$ cat config.mk
export PLATFORM = sky130hd
export DESIGN_NAME = murmur3_32_hash
export DESIGN_NICKNAME = d
export VERILOG_FILES = /design/src/rtl/mm3_pkg.sv /design/src/rtl/mm3_ctrl.sv /design/src/rtl/mm3_datapath.sv /design/src/rtl/murmur3_32_hash.sv
export SDC_FILE = /design/constraint.sdc
export NUM_CORES = 2
export LEC_CHECK = 0
export BUFFER_PORTS_ARGS = -buffer_cell sky130_fd_sc_hd__buf_2
export CORE_MARGIN = 2
export CORE_UTILIZATION = 45
export CTS_CLUSTER_DIAMETER = 80
export DETAILED_ROUTE_END_ITERATION = 10
export SYNTH_ARGS = -nofsm -noshare
export SYNTH_HDL_FRONTEND = slang
export SYNTH_SLANG_ARGS = --single-unit
export TNS_END_PERCENT = 100
$ cat constraint.sdc
create_clock -name clk -period 10.5 [get_ports clk]
set_clock_uncertainty 0.15 [all_clocks]
set_input_delay 1.575 -clock clk [delete_from_list [all_inputs] [get_ports clk]]
set_output_delay 1.575 -clock clk [all_outputs]
set_load 0.05 [all_outputs]
$ cat src/rtl/mm3_pkg.sv
// mm3_pkg: shared types and constants of the murmur3 x86_32 byte-stream hasher
// controller states, datapath operation codes, command and status structs
// no dependencies
`default_nettype none

package mm3_pkg;

  localparam logic [31:0] MM_C1      = 32'hcc9e2d51;
  localparam logic [31:0] MM_C2      = 32'h1b873593;
  localparam logic [31:0] MM_N       = 32'he6546b64;
  localparam logic [31:0] MM_F1      = 32'h85ebca6b;
  localparam logic [31:0] MM_F2      = 32'hc2b2ae35;
  localparam logic [31:0] SEED_RESET = 32'd1234;

  typedef enum logic [3:0] {
    S_IDLE,
    S_BLK_C1,
    S_BLK_C2,
    S_BLK_MIX,
    S_CLOSE,
    S_TAIL_C1,
    S_TAIL_C2,
    S_FIN_START,
    S_FIN_F1,
    S_FIN_F2,
    S_FIN_OUT
  } state_t;

  typedef enum logic [3:0] {
    OP_NONE,
    OP_ABSORB,
    OP_K_C1,
    OP_K_C2,
    OP_MIX,
    OP_TAIL_LOAD,
    OP_FIN_START,
    OP_FIN_F1,
    OP_FIN_F2,
    OP_FIN_OUT
  } op_t;

  typedef struct packed {
    op_t  op;
    logic in_ready;
  } cmd_t;

  typedef struct packed {
    logic block_done;
    logic tail_nonzero;
    logic out_busy;
  } status_t;

endpackage

`default_nettype wire

$ cat src/rtl/mm3_ctrl.sv
// mm3_ctrl: controller state machine of the murmur3 hasher
// sequences datapath operations per item; uses mm3_pkg
`default_nettype none

module mm3_ctrl
  import mm3_pkg::*;
(
  input  wire     clk,
  input  wire     rst,
  input  wire     in_valid,
  input  wire     last,
  input  status_t status,
  output cmd_t    cmd
);

  state_t state;
  state_t state_next;

  always_ff @(posedge clk) begin
    if (rst) begin
      state <= S_IDLE;
    end else begin
      state <= state_next;
    end
  end

  always_comb begin
    state_next = state;
    unique case (state)
      S_IDLE: begin
        if (in_valid) begin
          if (status.block_done) begin
            state_next = S_BLK_C1;
          end else if (last) begin
            state_next = S_CLOSE;
          end
        end
      end
      S_BLK_C1:  state_next = S_BLK_C2;
      S_BLK_C2:  state_next = S_BLK_MIX;
      S_BLK_MIX: state_next = last ? S_CLOSE : S_IDLE;
      S_CLOSE:   state_next = status.tail_nonzero ? S_TAIL_C1 : S_FIN_START;
      S_TAIL_C1: state_next = S_TAIL_C2;
      S_TAIL_C2: state_next = S_FIN_START;
      S_FIN_START: state_next = S_FIN_F1;
      S_FIN_F1:  state_next = S_FIN_F2;
      S_FIN_F2:  state_next = S_FIN_OUT;
      S_FIN_OUT: begin
        if (!status.out_busy) begin
          state_next = S_IDLE;
        end
      end
      default:   state_next = S_IDLE;
    endcase
  end

  // last stays on the port only until the item is taken; it is read again
  // after the block mix, so the top level hands in a registered copy then
  always_comb begin
    cmd.in_ready = 1'b0;
    cmd.op       = OP_NONE;
    unique case (state)
      S_IDLE: begin
        cmd.in_ready = 1'b1;
        if (in_valid) begin
          cmd.op = OP_ABSORB;
        end
      end
      S_BLK_C1, S_TAIL_C1: cmd.op = OP_K_C1;
      S_BLK_C2, S_TAIL_C2: cmd.op = OP_K_C2;
      S_BLK_MIX:   cmd.op = OP_MIX;
      S_CLOSE:     cmd.op = OP_TAIL_LOAD;
      S_FIN_START: cmd.op = OP_FIN_START;
      S_FIN_F1:    cmd.op = OP_FIN_F1;
      S_FIN_F2:    cmd.op = OP_FIN_F2;
      S_FIN_OUT: begin
        if (!status.out_busy) begin
          cmd.op = OP_FIN_OUT;
        end
      end
      default:     cmd.op = OP_NONE;
    endcase
  end

endmodule

`default_nettype wire

$ cat src/rtl/mm3_datapath.sv
// mm3_datapath: murmur3 hash state, shared 32x32 multiplier and result register
// executes one operation per cycle as commanded; uses mm3_pkg
`default_nettype none

module mm3_datapath
  import mm3_pkg::*;
(
  input  wire         clk,
  input  wire         rst,
  input  cmd_t        cmd,
  input  wire  [7:0]  data_byte,
  input  wire         byte_present,
  input  wire         cfg_we,
  input  wire  [31:0] cfg_wdata,
  input  wire         out_ready,
  output status_t     status,
  output logic [31:0] hash,
  output logic        out_valid
);

  logic [31:0] seed;
  logic [31:0] running_hash;
  logic [23:0] partial_word;
  logic [1:0]  bytes_in_word;
  logic [31:0] message_length;
  logic        in_message;
  logic [31:0] work;

  logic [31:0] mul_a;
  logic [31:0] mul_b;
  logic [31:0] prod;
  logic [31:0] mix_x;
  logic [31:0] mix_r;
  logic [31:0] mix_h;
  logic [31:0] fin_x;
  logic        tail_nonzero;

  assign tail_nonzero = (bytes_in_word != 2'd0);

  // one shared multiplier, low 32 bits of the product
  always_comb begin
    mul_a = work;
    mul_b = MM_C1;
    case (cmd.op)
      OP_K_C2: begin
        mul_a = {work[16:0], work[31:17]};
        mul_b = MM_C2;
      end
      OP_FIN_F1: begin
        mul_a = work;
        mul_b = MM_F1;
      end
      OP_FIN_F2: begin
        mul_a = work ^ {13'd0, work[31:13]};
        mul_b = MM_F2;
      end
      default: begin
        mul_a = work;
        mul_b = MM_C1;
      end
    endcase
  end

  assign prod  = mul_a * mul_b;

  // h = rotl(h ^ k, 13) * 5 + n
  assign mix_x = running_hash ^ work;
  assign mix_r = {mix_x[18:0], mix_x[31:19]};
  assign mix_h = mix_r + {mix_r[29:0], 2'b00} + MM_N;

  always_comb begin
    fin_x = (in_message ? running_hash : seed) ^ message_length;
    if (tail_nonzero) begin
      fin_x = fin_x ^ work;
    end
  end

  assign status.block_done   = byte_present && (bytes_in_word == 2'd3);
  assign status.tail_nonzero = tail_nonzero;
  assign status.out_busy     = out_valid && !out_ready;

  always_ff @(posedge clk) begin
    if (rst) begin
      seed           <= SEED_RESET;
      running_hash   <= SEED_RESET;
      partial_word   <= 24'd0;
      bytes_in_word  <= 2'd0;
      message_length <= 32'd0;
      in_message     <= 1'b0;
      out_valid      <= 1'b0;
    end else begin
      // a new hash only loads once the previous one is taken or gone
      if (cmd.op == OP_FIN_OUT) begin
        out_valid <= 1'b1;
      end else if (out_ready) begin
        out_valid <= 1'b0;
      end
      case (cmd.op)
        OP_ABSORB: begin
          if (byte_present) begin
            in_message     <= 1'b1;
            message_length <= message_length + 32'd1;
            if (bytes_in_word == 2'd3) begin
              work          <= {data_byte, partial_word};
              partial_word  <= 24'd0;
              bytes_in_word <= 2'd0;
            end else begin
              case (bytes_in_word)
                2'd0:    partial_word[7:0]   <= data_byte;
                2'd1:    partial_word[15:8]  <= data_byte;
                default: partial_word[23:16] <= data_byte;
              endcase
              bytes_in_word <= bytes_in_word + 2'd1;
            end
          end
        end
        OP_K_C1, OP_K_C2, OP_FIN_F1, OP_FIN_F2: begin
          work <= prod;
        end
        OP_MIX: begin
          running_hash <= mix_h;
        end
        OP_TAIL_LOAD: begin
          work <= {8'd0, partial_word};
        end
        OP_FIN_START: begin
          work <= fin_x ^ {16'd0, fin_x[31:16]};
        end
        OP_FIN_OUT: begin
          hash           <= work ^ {16'd0, work[31:16]};
          running_hash   <= seed;
          partial_word   <= 24'd0;
          bytes_in_word  <= 2'd0;
          message_length <= 32'd0;
          in_message     <= 1'b0;
        end
        default: begin
        end
      endcase
      if (cfg_we) begin
        seed <= cfg_wdata;
        if (!in_message) begin
          running_hash <= cfg_wdata;
        end
      end
    end
  end

endmodule

`default_nettype wire

$ cat src/rtl/murmur3_32_hash.sv
// murmur3_32_hash: top level of the byte-stream murmur3 x86_32 hasher
// instantiates mm3_ctrl and mm3_datapath; uses mm3_pkg
`default_nettype none

// channel    direction  handshake            payload
// input      in         in_valid/in_ready    data_byte[7:0], byte_present, last
// output     out        out_valid/out_ready  hash[31:0]
// config     in         cfg_we               cfg_wdata[31:0] (seed)
//
// a byte that does not finish a 4-byte block is absorbed in idle; one that
// finishes a block adds two multiplier passes for the block key and one mix;
// closing adds a tail load, two key passes for 1 to 3 tail bytes and the
// finalization, all on the one shared multiplier; the hash then sits in an
// output register; the next item is taken while the hash waits; a new close
// stalls in its last step only while an earlier hash is still not taken
// synchronous reset loads seed 1234 and clears the message state
module murmur3_32_hash
  import mm3_pkg::*;
(
  input  wire         clk,
  input  wire         rst,
  input  wire         in_valid,
  output logic        in_ready,
  input  wire  [7:0]  data_byte,
  input  wire         byte_present,
  input  wire         last,
  output logic        out_valid,
  input  wire         out_ready,
  output logic [31:0] hash,
  input  wire         cfg_we,
  input  wire  [31:0] cfg_wdata
);

  cmd_t    cmd;
  status_t status;
  logic    last_held;
  logic    last_ctrl;

  // last is only on the port while the item is offered; hold it for the
  // block mix steps that follow the accept
  always_ff @(posedge clk) begin
    if (rst) begin
      last_held <= 1'b0;
    end else if (in_valid && in_ready) begin
      last_held <= last;
    end
  end

  // in idle the controller looks at the offered item, later at the held copy
  assign last_ctrl = in_ready ? last : last_held;
  assign in_ready  = cmd.in_ready;

  mm3_ctrl u_ctrl (
    .clk      (clk),
    .rst      (rst),
    .in_valid (in_valid),
    .last     (last_ctrl),
    .status   (status),
    .cmd      (cmd)
  );

  mm3_datapath u_datapath (
    .clk          (clk),
    .rst          (rst),
    .cmd          (cmd),
    .data_byte    (data_byte),
    .byte_present (byte_present),
    .cfg_we       (cfg_we),
    .cfg_wdata    (cfg_wdata),
    .out_ready    (out_ready),
    .status       (status),
    .hash         (hash),
    .out_valid    (out_valid)
  );

endmodule

`default_nettype wire
==> results_dict.tcl <==
set metrics [dict create \
    htree_levels 4 \
    drv_cap 0 \
    synth-seq-area-share_pct 17.0 \
    drt_iter0_drc 2056 \
    period_minus_slack_ns 9.77 \
    crit_path_end "u_datapath.work[30]" \
    wl_mm 99.8 \
    r2r_end "u_datapath.work[30]" \
    grt_start_max_net_pins 70 \
    grt_pass1_vias 21742 \
    io-pin-count 81 \
    post-cts-setup-buffer-count 0 \
    tightest_slew_ns 1.19 \
    nets 3569 \
    synth_edf_count 64 \
    holdBufCountCts 0 \
    worst-path-buf-inv 4 \
    ctsResizeCount 0 \
    initial_core_util_pct 45.8 \
    slew_viol_final 0 \
    yosys-top-cells-count "inv_1 (558), fa_1 (392), nor2_1 (245)" \
    yosys_warnings 0 \
    drt-vias-per-instance 5.66 \
    critPathKind "flop to flop" \
    antenna_found_initial 7 \
    min_path_cells 2 \
    synthArstFlopShare_pct 0 \
    synth_cell_type_count 84 \
    drc 0 \
    num_rows 88 \
    slew_headroom_pct 20.3 \
    synth_top_area_cell "fa_1" \
    vias 21029 \
    path_clk_slew_ns 0.08 \
    fp.dieH_um 247 \
    rrSetupSlack_ns 0.73 \
    synthesis.nets 3532 \
    globalplace.congestion 0.995 \
    hp-class "flop to flop" \
    cp.depth 29 \
    routedWlPerCell_um 26.9 \
    cts_tree "built" \
    die-area_um2 60900 \
    track_usage_pct 33.8 \
    ys_ff_latch 193 \
    port_buffers 80 \
    synth_ff_type "dfxtp_1" \
    place_hpwl_mm 83.0 \
    synth_area_um2 26500 \
    rsz0062_at_grt "no" \
    r2r-start "u_ctrl.state[3]" \
    setup_viol 0 \
    cpLargestDelayFamily "adder cells" \
    period_share_pct 93.1 \
    slowest_stage "dfxtp_1" \
    hold_violations 0 \
    dieWidth_um 247 \
    startpoint "u_ctrl.state[3]" \
    numCtsBuffers 17 \
    area_growth_syn_to_layout_pct 7.52 \
    synth.avg_cell_area_um2 9.16 \
    cp_slowest_stage_delay_ns 0.58 \
    ff2ff_path_depth 29 \
    tns_ns 0 \
    final_layout_size_suffix_gt1_share_pct 7.44 \
    crit_top_cell "fa_1" \
    ant_nets 0 \
    fmax_mhz 102 \
    synth.top_cell.area_share_pct 29.6 \
    synth.most_common_cell "inv_1" \
    worst_ep_arrival_time_ns 9.81 \
    start_kind "flop" \
    path_max_fanout 11 \
    cts_sinks 193 \
    status "finished clean" \
    synth.area.top_cells "fa_1 (30%), dfxtp_1 (9.7%), ha_1 (9.3%), inv_1 (7.9%), edfxtp_1 (7.3%)" \
    synthCells 2895 \
    end_kind "flop" \
    root_buffer "clkbuf_16" \
    dr.pass1.iters 6 \
    clk_latency_ns 0.47 \
    cts_max_path_buffers 2 \
    grt_first_pass_wirelength_mm 146 \
    grt-ovfl-total 0 \
    core-area_um2 57900 \
    crit_required_ns 10.54 \
]
## placed cells by master, fill, tap and decap left out, drive strengths merged, types with 6 or more instances in the layout
cell,netlist,routed
inv,560,571
fa,392,392
nor2,247,247
nand2,212,212
ha,198,198
xnor2,171,171
buf,28,148
dfxtp,129,129
mux2i,105,105
a21oi,100,100
o21ai,90,90
xor2,89,89
edfxtp,64,64
nor2b,39,39
a21o,34,34
nand3,30,30
nand2b,27,27
nor3,27,27
and2,23,23
o221ai,23,23
a22oi,19,19
clkbuf,102,18
a221oi,16,16
and3,15,15
or2,12,12
or3,10,10
o31ai,10,10
a221o,9,9
nand4,9,9
o21bai,8,8
a211oi,8,8
o211ai,6,6
## tightest hold or removal path, delay by kind of cell, from the launching register on
| family | cells | cell delay (ns) |
|---|---|---|
| DFF | 1 | 0.33 |
| and+or+nand+nor | 1 | 0.07 |
| muxes | 1 | 0.06 |
## layout make-up
| cell class | instances | area (µm²) |
|---|---|---|
| Timing Repair Buffer | 148 | 923 |
| Clock inverter | 14 | 145 |
| Tap cell | 765 | 957 |
| Antenna cell | 3 | 7.51 |
| Fill cell | 5658 | 29400 |
| Sequential cell | 193 | 4510 |
| Multi-Input combinational cell | 2011 | 19400 |
| Inverter | 561 | 2110 |
| Clock buffer | 18 | 450 |
## worst min-delay path by stage
stage,slack [ns],endpoint,startpoint
after CTS,0.35,u_datapath.partial_word[15],u_datapath.partial_word[15]
final,0.35,u_datapath.partial_word[15],u_datapath.partial_word[15]
after detailed placement,0.33,u_datapath.partial_word[15],u_datapath.partial_word[15]
after global routing,0.38,u_datapath.partial_word[15],u_datapath.partial_word[15]
after floorplan,0.27,u_datapath.hash[18],u_datapath.work[18]
after global placement,0.32,u_datapath.partial_word[7],u_datapath.partial_word[7]
## cell families (layout without fill, tap and decap cells)
logic type                 count (synthesis)  count (layout)  synth area share (%)
DFF                                      193             193                  17.0
muxes                                    107             107                  4.05
AOI/OAI and AO/OA                        372             372                  9.27
adders and majority gates                590             590                  39.0
xor gates and xnor gates                 263             263                  8.85
other                                      0               3                     0
buffers and inverters                    691             741                  9.99
and+or+nand+nor                          679             679                  11.9
## registers in the layout (all words and copies together), names as in the netlist
| register | flops |
|---|---|
| u_datapath.hash | 32 |
| u_datapath.message_length | 32 |
| u_datapath.running_hash | 32 |
| u_datapath.seed | 32 |
| u_datapath.work | 32 |
| u_datapath.partial_word | 24 |
| u_ctrl.state | 4 |
| u_datapath.bytes_in_word | 2 |
| last_held | 1 |
| u_datapath.in_message | 1 |
| u_datapath.out_valid | 1 |
## routing by layer
| layer | routed length, µm | track usage (%) | up-vias |
|---|---|---|---|
| met1 | 41600 | 45.7 | 10544 |
| met5 | 29 | 0 | - |
| met2 | 43200 | 51.0 | 1034 |
| met4 | 5720 | 16.5 | 4 |
| met3 | 9270 | 7.80 | 212 |
| li1 | - | - | 9235 |
## stage by stage
step | util [%] | area, µm² | std cells | setup slack [ns] | hold WS, ns
3_5_place_dp | 48.2 | 27900 | 3678 | 0.853 | 0.334
4_1_cts | 49.2 | 28500 | 3710 | 0.834 | 0.354
6_report | 49.2 | 28500 | 3713 | 0.728 | 0.351
5_1_grt | 49.2 | 28500 | 3710 | 0.190 | 0.380
2_1_floorplan | - | 26500 | 2895 | 1.60 | 0.274
3_3_place_gp | 48.2 | 27900 | 3678 | 0.978 | 0.323
Power is left out: the tool's default activity adds up to more than one toggle a clock period on the data nets, which glitch-free logic cannot reach.
